File: config.mk
export PLATFORM = sky130hd
export DESIGN_NAME = fir_filter_stream
export DESIGN_NICKNAME = d
export VERILOG_FILES = /design/src/hw/rtl/fir_pkg.sv /design/src/hw/rtl/fir_datapath.sv /design/src/hw/rtl/fir_ctrl.sv /design/src/hw/rtl/fir_filter_stream.sv
export VERILOG_INCLUDE_DIRS = /design/src /design/src/hw/rtl
export SDC_FILE = /design/constraint.sdc
export NUM_CORES = 2
export LEC_CHECK = 0
export BUFFER_PORTS_ARGS = -buffer_cell sky130_fd_sc_hd__buf_4
export CAP_MARGIN = 20
export CORE_MARGIN = 8
export CORE_UTILIZATION = 63
export DETAILED_ROUTE_END_ITERATION = 10
export MAX_ROUTING_LAYER = met4
export PLACE_DENSITY = 0.79
export SLEW_MARGIN = 0
export SYNTH_ARGS = -nofsm -noshare
export SYNTH_HDL_FRONTEND = slang
export SYNTH_SLANG_ARGS = --single-unit
export TNS_END_PERCENT = 5
File: constraint.sdc
create_clock -name clk -period 8.1 [get_ports clk]
set_clock_uncertainty 0.05 [all_clocks]
set_input_delay 0 -clock clk [delete_from_list [all_inputs] [get_ports clk]]
set_output_delay 0 -clock clk [all_outputs]
set_load 0.1 [all_outputs]
File: src/hw/rtl/fir_filter_stream_assert.svh
// Assertion macros for the FIR filter block.
// Properties are sampled on the rising edge of clk and disabled while rst_n is low.
`ifndef FIR_FILTER_STREAM_ASSERT_SVH
`define FIR_FILTER_STREAM_ASSERT_SVH

`ifndef SYNTH
`define FIR_ASSERT(lbl, expr) \
    lbl: assert property (@(posedge clk) disable iff (!rst_n) (expr)) \
        else $error("fir assertion failed");
`define FIR_ASSERT_NEXT(lbl, ante, cons) \
    lbl: assert property (@(posedge clk) disable iff (!rst_n) (ante) |=> (cons)) \
        else $error("fir assertion failed");
`else
`define FIR_ASSERT(lbl, expr)
`define FIR_ASSERT_NEXT(lbl, ante, cons)
`endif

`endif

File: src/hw/rtl/fir_pkg.sv
`default_nettype none

package fir_pkg;

    localparam int TAPS           = 64;
    localparam int SAMPLE_BITS    = 16;
    localparam int COEF_BITS      = 16;
    localparam int COEF_FRAC      = 15;
    localparam int ADDR_BITS      = $clog2(TAPS);
    localparam int TAP_CNT_BITS   = 7;
    localparam int COEF_IDX_BITS  = 6;
    localparam int CFG_DATA_BITS  = 16;
    localparam int CFG_INDEX_BITS = 2;
    localparam int PROD_BITS      = SAMPLE_BITS + COEF_BITS;
    localparam int ACC_BITS       = PROD_BITS + ADDR_BITS;
    localparam int Q_BITS         = ACC_BITS + 1 - COEF_FRAC;

    localparam logic signed [ACC_BITS:0]   ROUND_HALF = (ACC_BITS+1)'(2 ** (COEF_FRAC - 1));
    localparam logic signed [Q_BITS-1:0]   Q_MAX      = Q_BITS'(2 ** (SAMPLE_BITS - 1) - 1);
    localparam logic signed [Q_BITS-1:0]   Q_MIN      = ~Q_MAX;

    typedef enum logic [CFG_INDEX_BITS-1:0] {
        REG_TAP_COUNT  = 2'd0,
        REG_COEF_INDEX = 2'd1,
        REG_COEF_VALUE = 2'd2
    } cfg_reg_t;

    typedef struct packed {
        logic                 start;
        logic                 issue;
        logic [ADDR_BITS-1:0] tap;
        logic                 load_out;
    } fir_cmd_t;

    typedef struct packed {
        logic                 pipe_busy;
        logic [ADDR_BITS-1:0] last_tap;
    } fir_sts_t;

endpackage

`default_nettype wire

File: src/hw/rtl/fir_datapath.sv
`default_nettype none

module fir_datapath (
    input  wire logic                                       clk,
    input  wire logic                                       rst_n,
    input  wire fir_pkg::fir_cmd_t                          cmd,
    output fir_pkg::fir_sts_t                               sts,
    input  wire logic signed [fir_pkg::SAMPLE_BITS-1:0]     sample_in,
    input  wire logic                                       cfg_we,
    input  wire logic [fir_pkg::CFG_INDEX_BITS-1:0]         cfg_index,
    input  wire logic [fir_pkg::CFG_DATA_BITS-1:0]          cfg_data,
    output logic signed [fir_pkg::SAMPLE_BITS-1:0]          sample_out,
    output logic                                            clipped
);

    logic [fir_pkg::TAP_CNT_BITS-1:0]       tap_count_reg;
    logic [fir_pkg::COEF_IDX_BITS-1:0]      coef_index_reg;
    logic                                   coef_wr;

    logic signed [fir_pkg::SAMPLE_BITS-1:0] hist_mem [fir_pkg::TAPS];
    logic signed [fir_pkg::COEF_BITS-1:0]   coef_mem [fir_pkg::TAPS];
    logic [fir_pkg::TAPS-1:0]               coef_vld_reg;

    logic [fir_pkg::ADDR_BITS-1:0]          wptr_reg;
    logic [fir_pkg::ADDR_BITS:0]            fill_reg;
    logic [fir_pkg::ADDR_BITS-1:0]          rd_addr;
    logic                                   tap_ok;

    logic signed [fir_pkg::SAMPLE_BITS-1:0] hist_rd_reg;
    logic signed [fir_pkg::COEF_BITS-1:0]   coef_rd_reg;
    logic                                   tap_ok_reg;
    logic                                   p1_vld_reg;
    logic signed [fir_pkg::PROD_BITS-1:0]   prod_c;
    logic signed [fir_pkg::PROD_BITS-1:0]   prod_reg;
    logic                                   p2_vld_reg;
    logic signed [fir_pkg::ACC_BITS-1:0]    acc_reg;

    logic [fir_pkg::TAP_CNT_BITS-1:0]       tc_m1;
    logic [fir_pkg::ADDR_BITS-1:0]          tap_last;
    logic signed [fir_pkg::ACC_BITS:0]      rsum;
    logic signed [fir_pkg::Q_BITS-1:0]      rq;
    logic signed [fir_pkg::SAMPLE_BITS-1:0] sample_out_reg;
    logic                                   clipped_reg;

    assign coef_wr = cfg_we && (cfg_index == fir_pkg::REG_COEF_VALUE);

    always_ff @(posedge clk or negedge rst_n)
    begin
        if (!rst_n)
        begin
            tap_count_reg  <= fir_pkg::TAP_CNT_BITS'(1);
            coef_index_reg <= '0;
        end
        else if (cfg_we)
        begin
            unique case (cfg_index)
                fir_pkg::REG_TAP_COUNT:
                    tap_count_reg <= cfg_data[fir_pkg::TAP_CNT_BITS-1:0];
                fir_pkg::REG_COEF_INDEX:
                    coef_index_reg <= cfg_data[fir_pkg::COEF_IDX_BITS-1:0];
                default:
                    ;
            endcase
        end
    end

    // zero taps behave as one, anything above the store depth as the full store
    assign tc_m1 = tap_count_reg - fir_pkg::TAP_CNT_BITS'(1);

    always_comb
    begin
        priority if (tap_count_reg == '0)
            tap_last = '0;
        else if (tap_count_reg > fir_pkg::TAP_CNT_BITS'(fir_pkg::TAPS))
            tap_last = fir_pkg::ADDR_BITS'(fir_pkg::TAPS - 1);
        else
            tap_last = tc_m1[fir_pkg::ADDR_BITS-1:0];
    end

    assign sts = '{pipe_busy: p1_vld_reg | p2_vld_reg, last_tap: tap_last};

    // history is a circular buffer; the newest sample sits just behind wptr
    assign rd_addr = wptr_reg - fir_pkg::ADDR_BITS'(1) - cmd.tap;
    // history slots never written yet and coefficients never loaded read as zero
    assign tap_ok  = ({1'b0, cmd.tap} < fill_reg) && coef_vld_reg[cmd.tap];
    assign prod_c  = fir_pkg::PROD_BITS'(hist_rd_reg) * fir_pkg::PROD_BITS'(coef_rd_reg);

    always_ff @(posedge clk)
    begin
        if (cmd.start)
            hist_mem[wptr_reg] <= sample_in;
        if (coef_wr)
            coef_mem[coef_index_reg] <= cfg_data;
        if (cmd.issue)
        begin
            hist_rd_reg <= hist_mem[rd_addr];
            coef_rd_reg <= coef_mem[cmd.tap];
            tap_ok_reg  <= tap_ok;
        end
        if (p1_vld_reg)
            prod_reg <= tap_ok_reg ? prod_c : '0;
        if (cmd.start)
            acc_reg <= '0;
        else if (p2_vld_reg)
            acc_reg <= acc_reg + fir_pkg::ACC_BITS'(prod_reg);
        if (cmd.load_out)
        begin
            priority if (rq > fir_pkg::Q_MAX)
            begin
                sample_out_reg <= fir_pkg::Q_MAX[fir_pkg::SAMPLE_BITS-1:0];
                clipped_reg    <= 1'b1;
            end
            else if (rq < fir_pkg::Q_MIN)
            begin
                sample_out_reg <= fir_pkg::Q_MIN[fir_pkg::SAMPLE_BITS-1:0];
                clipped_reg    <= 1'b1;
            end
            else
            begin
                sample_out_reg <= rq[fir_pkg::SAMPLE_BITS-1:0];
                clipped_reg    <= 1'b0;
            end
        end
    end

    always_ff @(posedge clk or negedge rst_n)
    begin
        if (!rst_n)
        begin
            coef_vld_reg <= '0;
            wptr_reg     <= '0;
            fill_reg     <= '0;
            p1_vld_reg   <= 1'b0;
            p2_vld_reg   <= 1'b0;
        end
        else
        begin
            if (coef_wr)
                coef_vld_reg[coef_index_reg] <= 1'b1;
            if (cmd.start)
            begin
                wptr_reg <= wptr_reg + fir_pkg::ADDR_BITS'(1);
                if (fill_reg != (fir_pkg::ADDR_BITS+1)'(fir_pkg::TAPS))
                    fill_reg <= fill_reg + (fir_pkg::ADDR_BITS+1)'(1);
            end
            p1_vld_reg <= cmd.issue;
            p2_vld_reg <= p1_vld_reg;
        end
    end

    // round half up, then floor shift back to the sample format
    assign rsum = (fir_pkg::ACC_BITS+1)'(acc_reg) + fir_pkg::ROUND_HALF;
    assign rq   = rsum[fir_pkg::ACC_BITS:fir_pkg::COEF_FRAC];

    assign sample_out = sample_out_reg;
    assign clipped    = clipped_reg;

endmodule

`default_nettype wire

File: src/hw/rtl/fir_ctrl.sv
`default_nettype none

module fir_ctrl (
    input  wire logic              clk,
    input  wire logic              rst_n,
    input  wire logic              in_valid,
    output logic                   in_ready,
    output logic                   out_valid,
    input  wire logic              out_ready,
    output fir_pkg::fir_cmd_t      cmd,
    input  wire fir_pkg::fir_sts_t sts
);

    typedef enum logic [1:0] {
        S_IDLE,
        S_RUN,
        S_DRAIN,
        S_FIN
    } state_t;

    state_t                        state_reg;
    state_t                        state_next;
    logic [fir_pkg::ADDR_BITS-1:0] tap_reg;
    logic [fir_pkg::ADDR_BITS-1:0] tap_next;
    logic                          out_valid_reg;
    logic                          out_valid_next;
    logic                          out_free;

    assign out_free = !out_valid_reg || out_ready;

    always_comb
    begin
        state_next     = state_reg;
        tap_next       = tap_reg;
        out_valid_next = out_valid_reg && !out_ready;
        cmd            = '0;
        cmd.tap        = tap_reg;
        unique case (state_reg)
            S_IDLE:
            begin
                if (in_valid)
                begin
                    cmd.start  = 1'b1;
                    tap_next   = '0;
                    state_next = S_RUN;
                end
            end
            S_RUN:
            begin
                cmd.issue = 1'b1;
                if (tap_reg == sts.last_tap)
                    state_next = S_DRAIN;
                else
                    tap_next = tap_reg + fir_pkg::ADDR_BITS'(1);
            end
            S_DRAIN:
            begin
                if (!sts.pipe_busy)
                    state_next = S_FIN;
            end
            S_FIN:
            begin
                // hold the sum until the output register is free
                if (out_free)
                begin
                    cmd.load_out   = 1'b1;
                    out_valid_next = 1'b1;
                    state_next     = S_IDLE;
                end
            end
            default:
                state_next = S_IDLE;
        endcase
    end

    always_ff @(posedge clk or negedge rst_n)
    begin
        if (!rst_n)
        begin
            state_reg     <= S_IDLE;
            tap_reg       <= '0;
            out_valid_reg <= 1'b0;
        end
        else
        begin
            state_reg     <= state_next;
            tap_reg       <= tap_next;
            out_valid_reg <= out_valid_next;
        end
    end

    assign in_ready  = (state_reg == S_IDLE);
    assign out_valid = out_valid_reg;

endmodule

`default_nettype wire

File: src/hw/rtl/fir_filter_stream.sv
// Streaming FIR filter, up to 64 taps, Q1.15 samples and coefficients.
// Input channel in_valid/in_ready carries sample_in; output channel
// out_valid/out_ready carries sample_out and clipped (set when the rounded
// sum was saturated). One result per input transaction, in order.
// Coefficients load through cfg_we/cfg_index/cfg_data while idle: index 0
// tap_count, 1 coef_index, 2 coef_value (stored at coef_index).
// Each sample takes one multiply-accumulate per tap through a single
// multiplier fed from the sample and coefficient memories: an input
// transaction is accepted, the taps up to the effective tap count are
// issued, the read, product and accumulate stages drain, and the rounded
// sum is loaded into the output register, which raises out_valid. A new
// sample is accepted only once the previous one has been loaded there.
// A finished result waits in the output register; the next sample is still
// accepted and computed, and stalls before its own output load only while
// the previous result is not yet taken.
// Reset clears the history fill count and coefficient valid flags, so both
// read as zero; tap_count resets to 1. No clearing pass is needed.
`default_nettype none

module fir_filter_stream (
    input  wire logic                                   clk,
    input  wire logic                                   rst_n,
    input  wire logic                                   in_valid,
    output logic                                        in_ready,
    input  wire logic signed [fir_pkg::SAMPLE_BITS-1:0] sample_in,
    output logic                                        out_valid,
    input  wire logic                                   out_ready,
    output logic signed [fir_pkg::SAMPLE_BITS-1:0]      sample_out,
    output logic                                        clipped,
    input  wire logic                                   cfg_we,
    input  wire logic [fir_pkg::CFG_INDEX_BITS-1:0]     cfg_index,
    input  wire logic [fir_pkg::CFG_DATA_BITS-1:0]      cfg_data
);

`include "fir_filter_stream_assert.svh"

    fir_pkg::fir_cmd_t cmd;
    fir_pkg::fir_sts_t sts;

    fir_ctrl u_ctrl (
        .clk       (clk),
        .rst_n     (rst_n),
        .in_valid  (in_valid),
        .in_ready  (in_ready),
        .out_valid (out_valid),
        .out_ready (out_ready),
        .cmd       (cmd),
        .sts       (sts)
    );

    fir_datapath u_datapath (
        .clk        (clk),
        .rst_n      (rst_n),
        .cmd        (cmd),
        .sts        (sts),
        .sample_in  (sample_in),
        .cfg_we     (cfg_we),
        .cfg_index  (cfg_index),
        .cfg_data   (cfg_data),
        .sample_out (sample_out),
        .clipped    (clipped)
    );

    `FIR_ASSERT(a_start_pipe_empty, !(cmd.start && sts.pipe_busy))
    `FIR_ASSERT(a_load_pipe_empty, !(cmd.load_out && sts.pipe_busy))
    `FIR_ASSERT(a_start_not_issue, !(cmd.start && cmd.issue))
    `FIR_ASSERT_NEXT(a_busy_after_accept, in_valid && in_ready, !in_ready)

endmodule

`default_nettype wire

==> results <==
- The run finished with clean final reports.
- The buffer levels on the longest clock path is 3.
- The via count is 51650.
- The number of optimization iterations in the first detailed-route pass is 6.
- The TritonCTS clock tree is yes.
- The count of nets left with antenna violations once routing finished came out at 0.
- After detailed routing, the total wire length is 240.9 mm.
- The netlist area before placement is 0.09898 mm^2.
- The first global-routing pass estimated 354.2 mm of wire.
- The max-slew violation total from the final report was 0.
- The number of nets in the synthesized netlist is 5617.
- The HPWL after detailed placement is 132.7 mm.
- The number of enable-type register cells in the synthesized netlist is 2130.
- From bottom edge to top edge, the die measures 412.4 um.
- The number of non-filler instances in the completed layout is 7663.
- The path class of the tightest hold or removal check is input port to register.
- The worst setup path is launched from a register.
- The top fanout value on the critical path is 16.
- The fraction of synthesis flops using an asynchronous set or reset pin is 4.451%.
- The slew of the pin with the lowest slew margin is 1.133 ns.
- The largest net degree at the start of global routing is 155.
- The total congestion overflow after global routing is 0.
- The residual DRC count is 0.
- For the final routed database, the setup TNS stands at 0 ns.
- After synthesis the netlist holds a flip-flop and latch count of 2269.
- In the final design database the tool counted 5857 nets.
- The number of antenna violations at the first check in global routing is 4.
- Summed over all nets, wire length on met2 after detailed routing comes to 120.5 mm.
- The leading cell type in the layout, fill and taps excluded is sky130_fd_sc_hd__edfxtp_1.
- The worst setup path is captured at a register.
- The max-capacitance violation count is 0.
- The count of input and output buffers is 57.
- After detailed routing, the met3 layer carries 23.36 mm of wire.
- The most prevalent standard cell on the critical path is sky130_fd_sc_hd__fa_1.
- The tree built by TritonCTS fans out to 2269 sinks.
- The share of final-layout standard cells stronger than drive strength 1 is 24.31%.
- The number of top-level pins is 58.
- Global routing used 29.41% of the available tracks across all layers.
- The H-tree was split into 4 levels.
- After clock tree synthesis, the repair step resized 0 gates.
- After synthesis, flip-flops and latches occupy 67.95% of the total area.
- Walking the worst path, the cells encountered are and2_1 -> fa_1 -> inv_1 -> fa_1 -> fa_1 -> inv_1 -> fa_1 -> fa_1 -> inv_1 -> fa_1 -> inv_1 -> ha_1 -> a21o_1 -> a21o_1 -> a221oi_1 -> o22ai_1 -> o41ai_1 -> o2111ai_1 -> a21oi_1 -> xnor2_1 -> nor2_1.
- In the routed layout, each cell is associated on average with a via count of 6.740.
- The die covers 0.1700 mm^2.
- Measured against its own limit, the worst slew margin works out to 24.35%.
- The data arrival time of the worst path is 7.51 ns.
- The number of library cell types mapped by synthesis is 76.
- The final count of hold timing violations is 0.
- The uppermost metal layer occupied by signal nets is met4.
- Leaving out fill and tap cells, the most frequent cells in the layout are sky130_fd_sc_hd__edfxtp_1, sky130_fd_sc_hd__mux4_2, sky130_fd_sc_hd__inv_1.
- The core occupancy in the finished layout is 70.56%.
- The placer's final routability congestion estimate is 0.8780.
- The stage delay of the slowest cell on the critical path is 0.62 ns.
- After the first detailed-routing iteration, the DRC count stood at 7156.
- The cell area reported after detailed placement is 0.1026 mm^2.
- The most used flip-flop cell after synthesis is sky130_fd_sc_hd__edfxtp_1.
- The starting density of the core is 63.36%.
- The number of buffers created by CTS is 213.
- The area of the placeable core is 0.1562 mm^2.
- The insertion delay of the later-clocked pin in the worst-skew pair is 0.88 ns.
- The mean post-synth cell area is 19.13 um^2.
- From left edge to right edge, the die measures 412.4 um.
- The root buffer cell is sky130_fd_sc_hd__clkbuf_16.
- The length of routed wiring on met1 is 87.04 mm.
- The number of cells produced by synthesis is 5174.
- The average wire length per cell after detail routing is 31.44 um.
- Among all stages on the critical path, the largest delay is contributed by sky130_fd_sc_hd__edfxtp_1.
- Setup repair after global routing left no endpoint under its margin.
- The area growth from synthesis to final layout is 11.35%.
- By startpoint and endpoint, the worst setup path is classified as register to register.
- The required time of the worst setup path is 8.61 ns.
- For this run, the number of Yosys warnings is 0.
- The routed design could run at a clock period as short as 6.996 ns.
- Derived from the worst setup path, the maximum achievable clock frequency is 0.1429 GHz.
- The final clock period utilization by the worst path is 86.37%.
- Counting tap cells, the placed design contains a total of 7212 instances.
- After routing the design area is 0.1102 mm^2.
- Setup violations remaining at the end of the flow were counted as 0.
- The number of buffers and inverters on the critical path is 4.
- The largest delay contributor family on the critical path is adder cells.
- After clock tree synthesis, the clock-pin slew on the worst setup and hold paths is 0.07 ns.
- The cell row count is 145.
- The via count of the first global-routing pass was 52820.
kinds of logic (layout without fill, tap and decap cells):
logic type	Yosys count	after routing	share of synthesized area [%]
AO/OA/AOI/OAI	297	297	1.913
XOR/XNOR	104	104	0.9279
adder cells (fa/ha/maj)	405	405	7.121
buffers and inverters	555	983	2.143
flip-flops	2269	2269	67.95
multiplexers	728	728	15.94
other	0	3	0
AND/OR/NAND/NOR	816	816	4.015
final timing paths:
path                            slack (ns)                         from                          end  cells past startpoint
max in group asynchronous             6.70                        rst_n            u_ctrl.tap_reg[2]                      4
min in group asynchronous             0.22                        rst_n  u_datapath.coef_vld_reg[38]                      4
worst min-delay path                  0.17                 cfg_data[10]  u_datapath.coef_mem[28][10]                      2
worst min register to register        0.41  u_datapath.coef_vld_reg[23]  u_datapath.coef_vld_reg[23]                      1
worst max register to register        1.10    u_datapath.coef_rd_reg[4]      u_datapath.prod_reg[31]                     21
worst max-delay path                  1.10    u_datapath.coef_rd_reg[4]      u_datapath.prod_reg[31]                     21
worst reg2reg max path: cells and delay by family, from the launching register on:
kind / cells / cell delay (ns)
AO/OA/AOI/OAI: 7 / 2.01
XOR/XNOR: 1 / 0.14
adder cells (fa/ha/maj): 7 / 3.27
buffers and inverters: 4 / 0.20
flip-flops: 1 / 0.62
AND/OR/NAND/NOR: 2 / 0.36
final cells by class:
class                      instances  area [um^2]
antenna                            3        7.507
clock inverter                   122         1334
timing repair buffer             258         2311
tap                             2058         2575
inverter                         322         1211
multi-input combinational       2350        29760
fill                            8932        45990
sequential                      2269        67260
clock buffer                     281         5757
metal layers:
layer | vias to the layer above | global-route usage [%]
met1 | 26910 | 38.47
met5 | - | -
met4 | 0 | 10.70
met2 | 3443 | 47.19
li1 | 20680 | -
met3 | 612 | 5.325
metrics by stage:
step           hold WS, ns  setup slack, ns
2_1_floorplan      -0.3456            1.799
3_3_place_gp       0.03729            1.210
3_5_place_dp       0.06486            1.161
4_1_cts            0.08829            1.132
5_1_grt             0.1827           0.7727
6_report            0.1717            1.104
Yosys cell counts (69+ instances only):
| cell type | instances | area share [%] |
|---|---|---|
| sky130_fd_sc_hd__a21oi_1 | 89 | 0.45 |
| sky130_fd_sc_hd__and2_1 | 132 | 0.83 |
| sky130_fd_sc_hd__clkbuf_1 | 163 | 0.62 |
| sky130_fd_sc_hd__dfrtp_1 | 100 | 2.5 |
| sky130_fd_sc_hd__edfxtp_1 | 2130 | 65 |
| sky130_fd_sc_hd__fa_1 | 264 | 5.3 |
| sky130_fd_sc_hd__ha_1 | 140 | 1.8 |
| sky130_fd_sc_hd__inv_1 | 319 | 1.2 |
| sky130_fd_sc_hd__mux4_2 | 677 | 15 |
| sky130_fd_sc_hd__nand2_1 | 207 | 0.79 |
| sky130_fd_sc_hd__nor2_1 | 242 | 0.92 |
| sky130_fd_sc_hd__o21ai_0 | 74 | 0.37 |
| sky130_fd_sc_hd__or2_2 | 69 | 0.44 |
| sky130_fd_sc_hd__xnor2_1 | 72 | 0.64 |
timing repair:
action / in CTS / in global routing
endpoints found under the hold margin: 2165 / 0
hold buffers: 42 / 0
setup buffers: 0 / 0
Power is left out: the tool's default activity adds up to more than one toggle a clock period on the data nets, which glitch-free logic cannot reach.
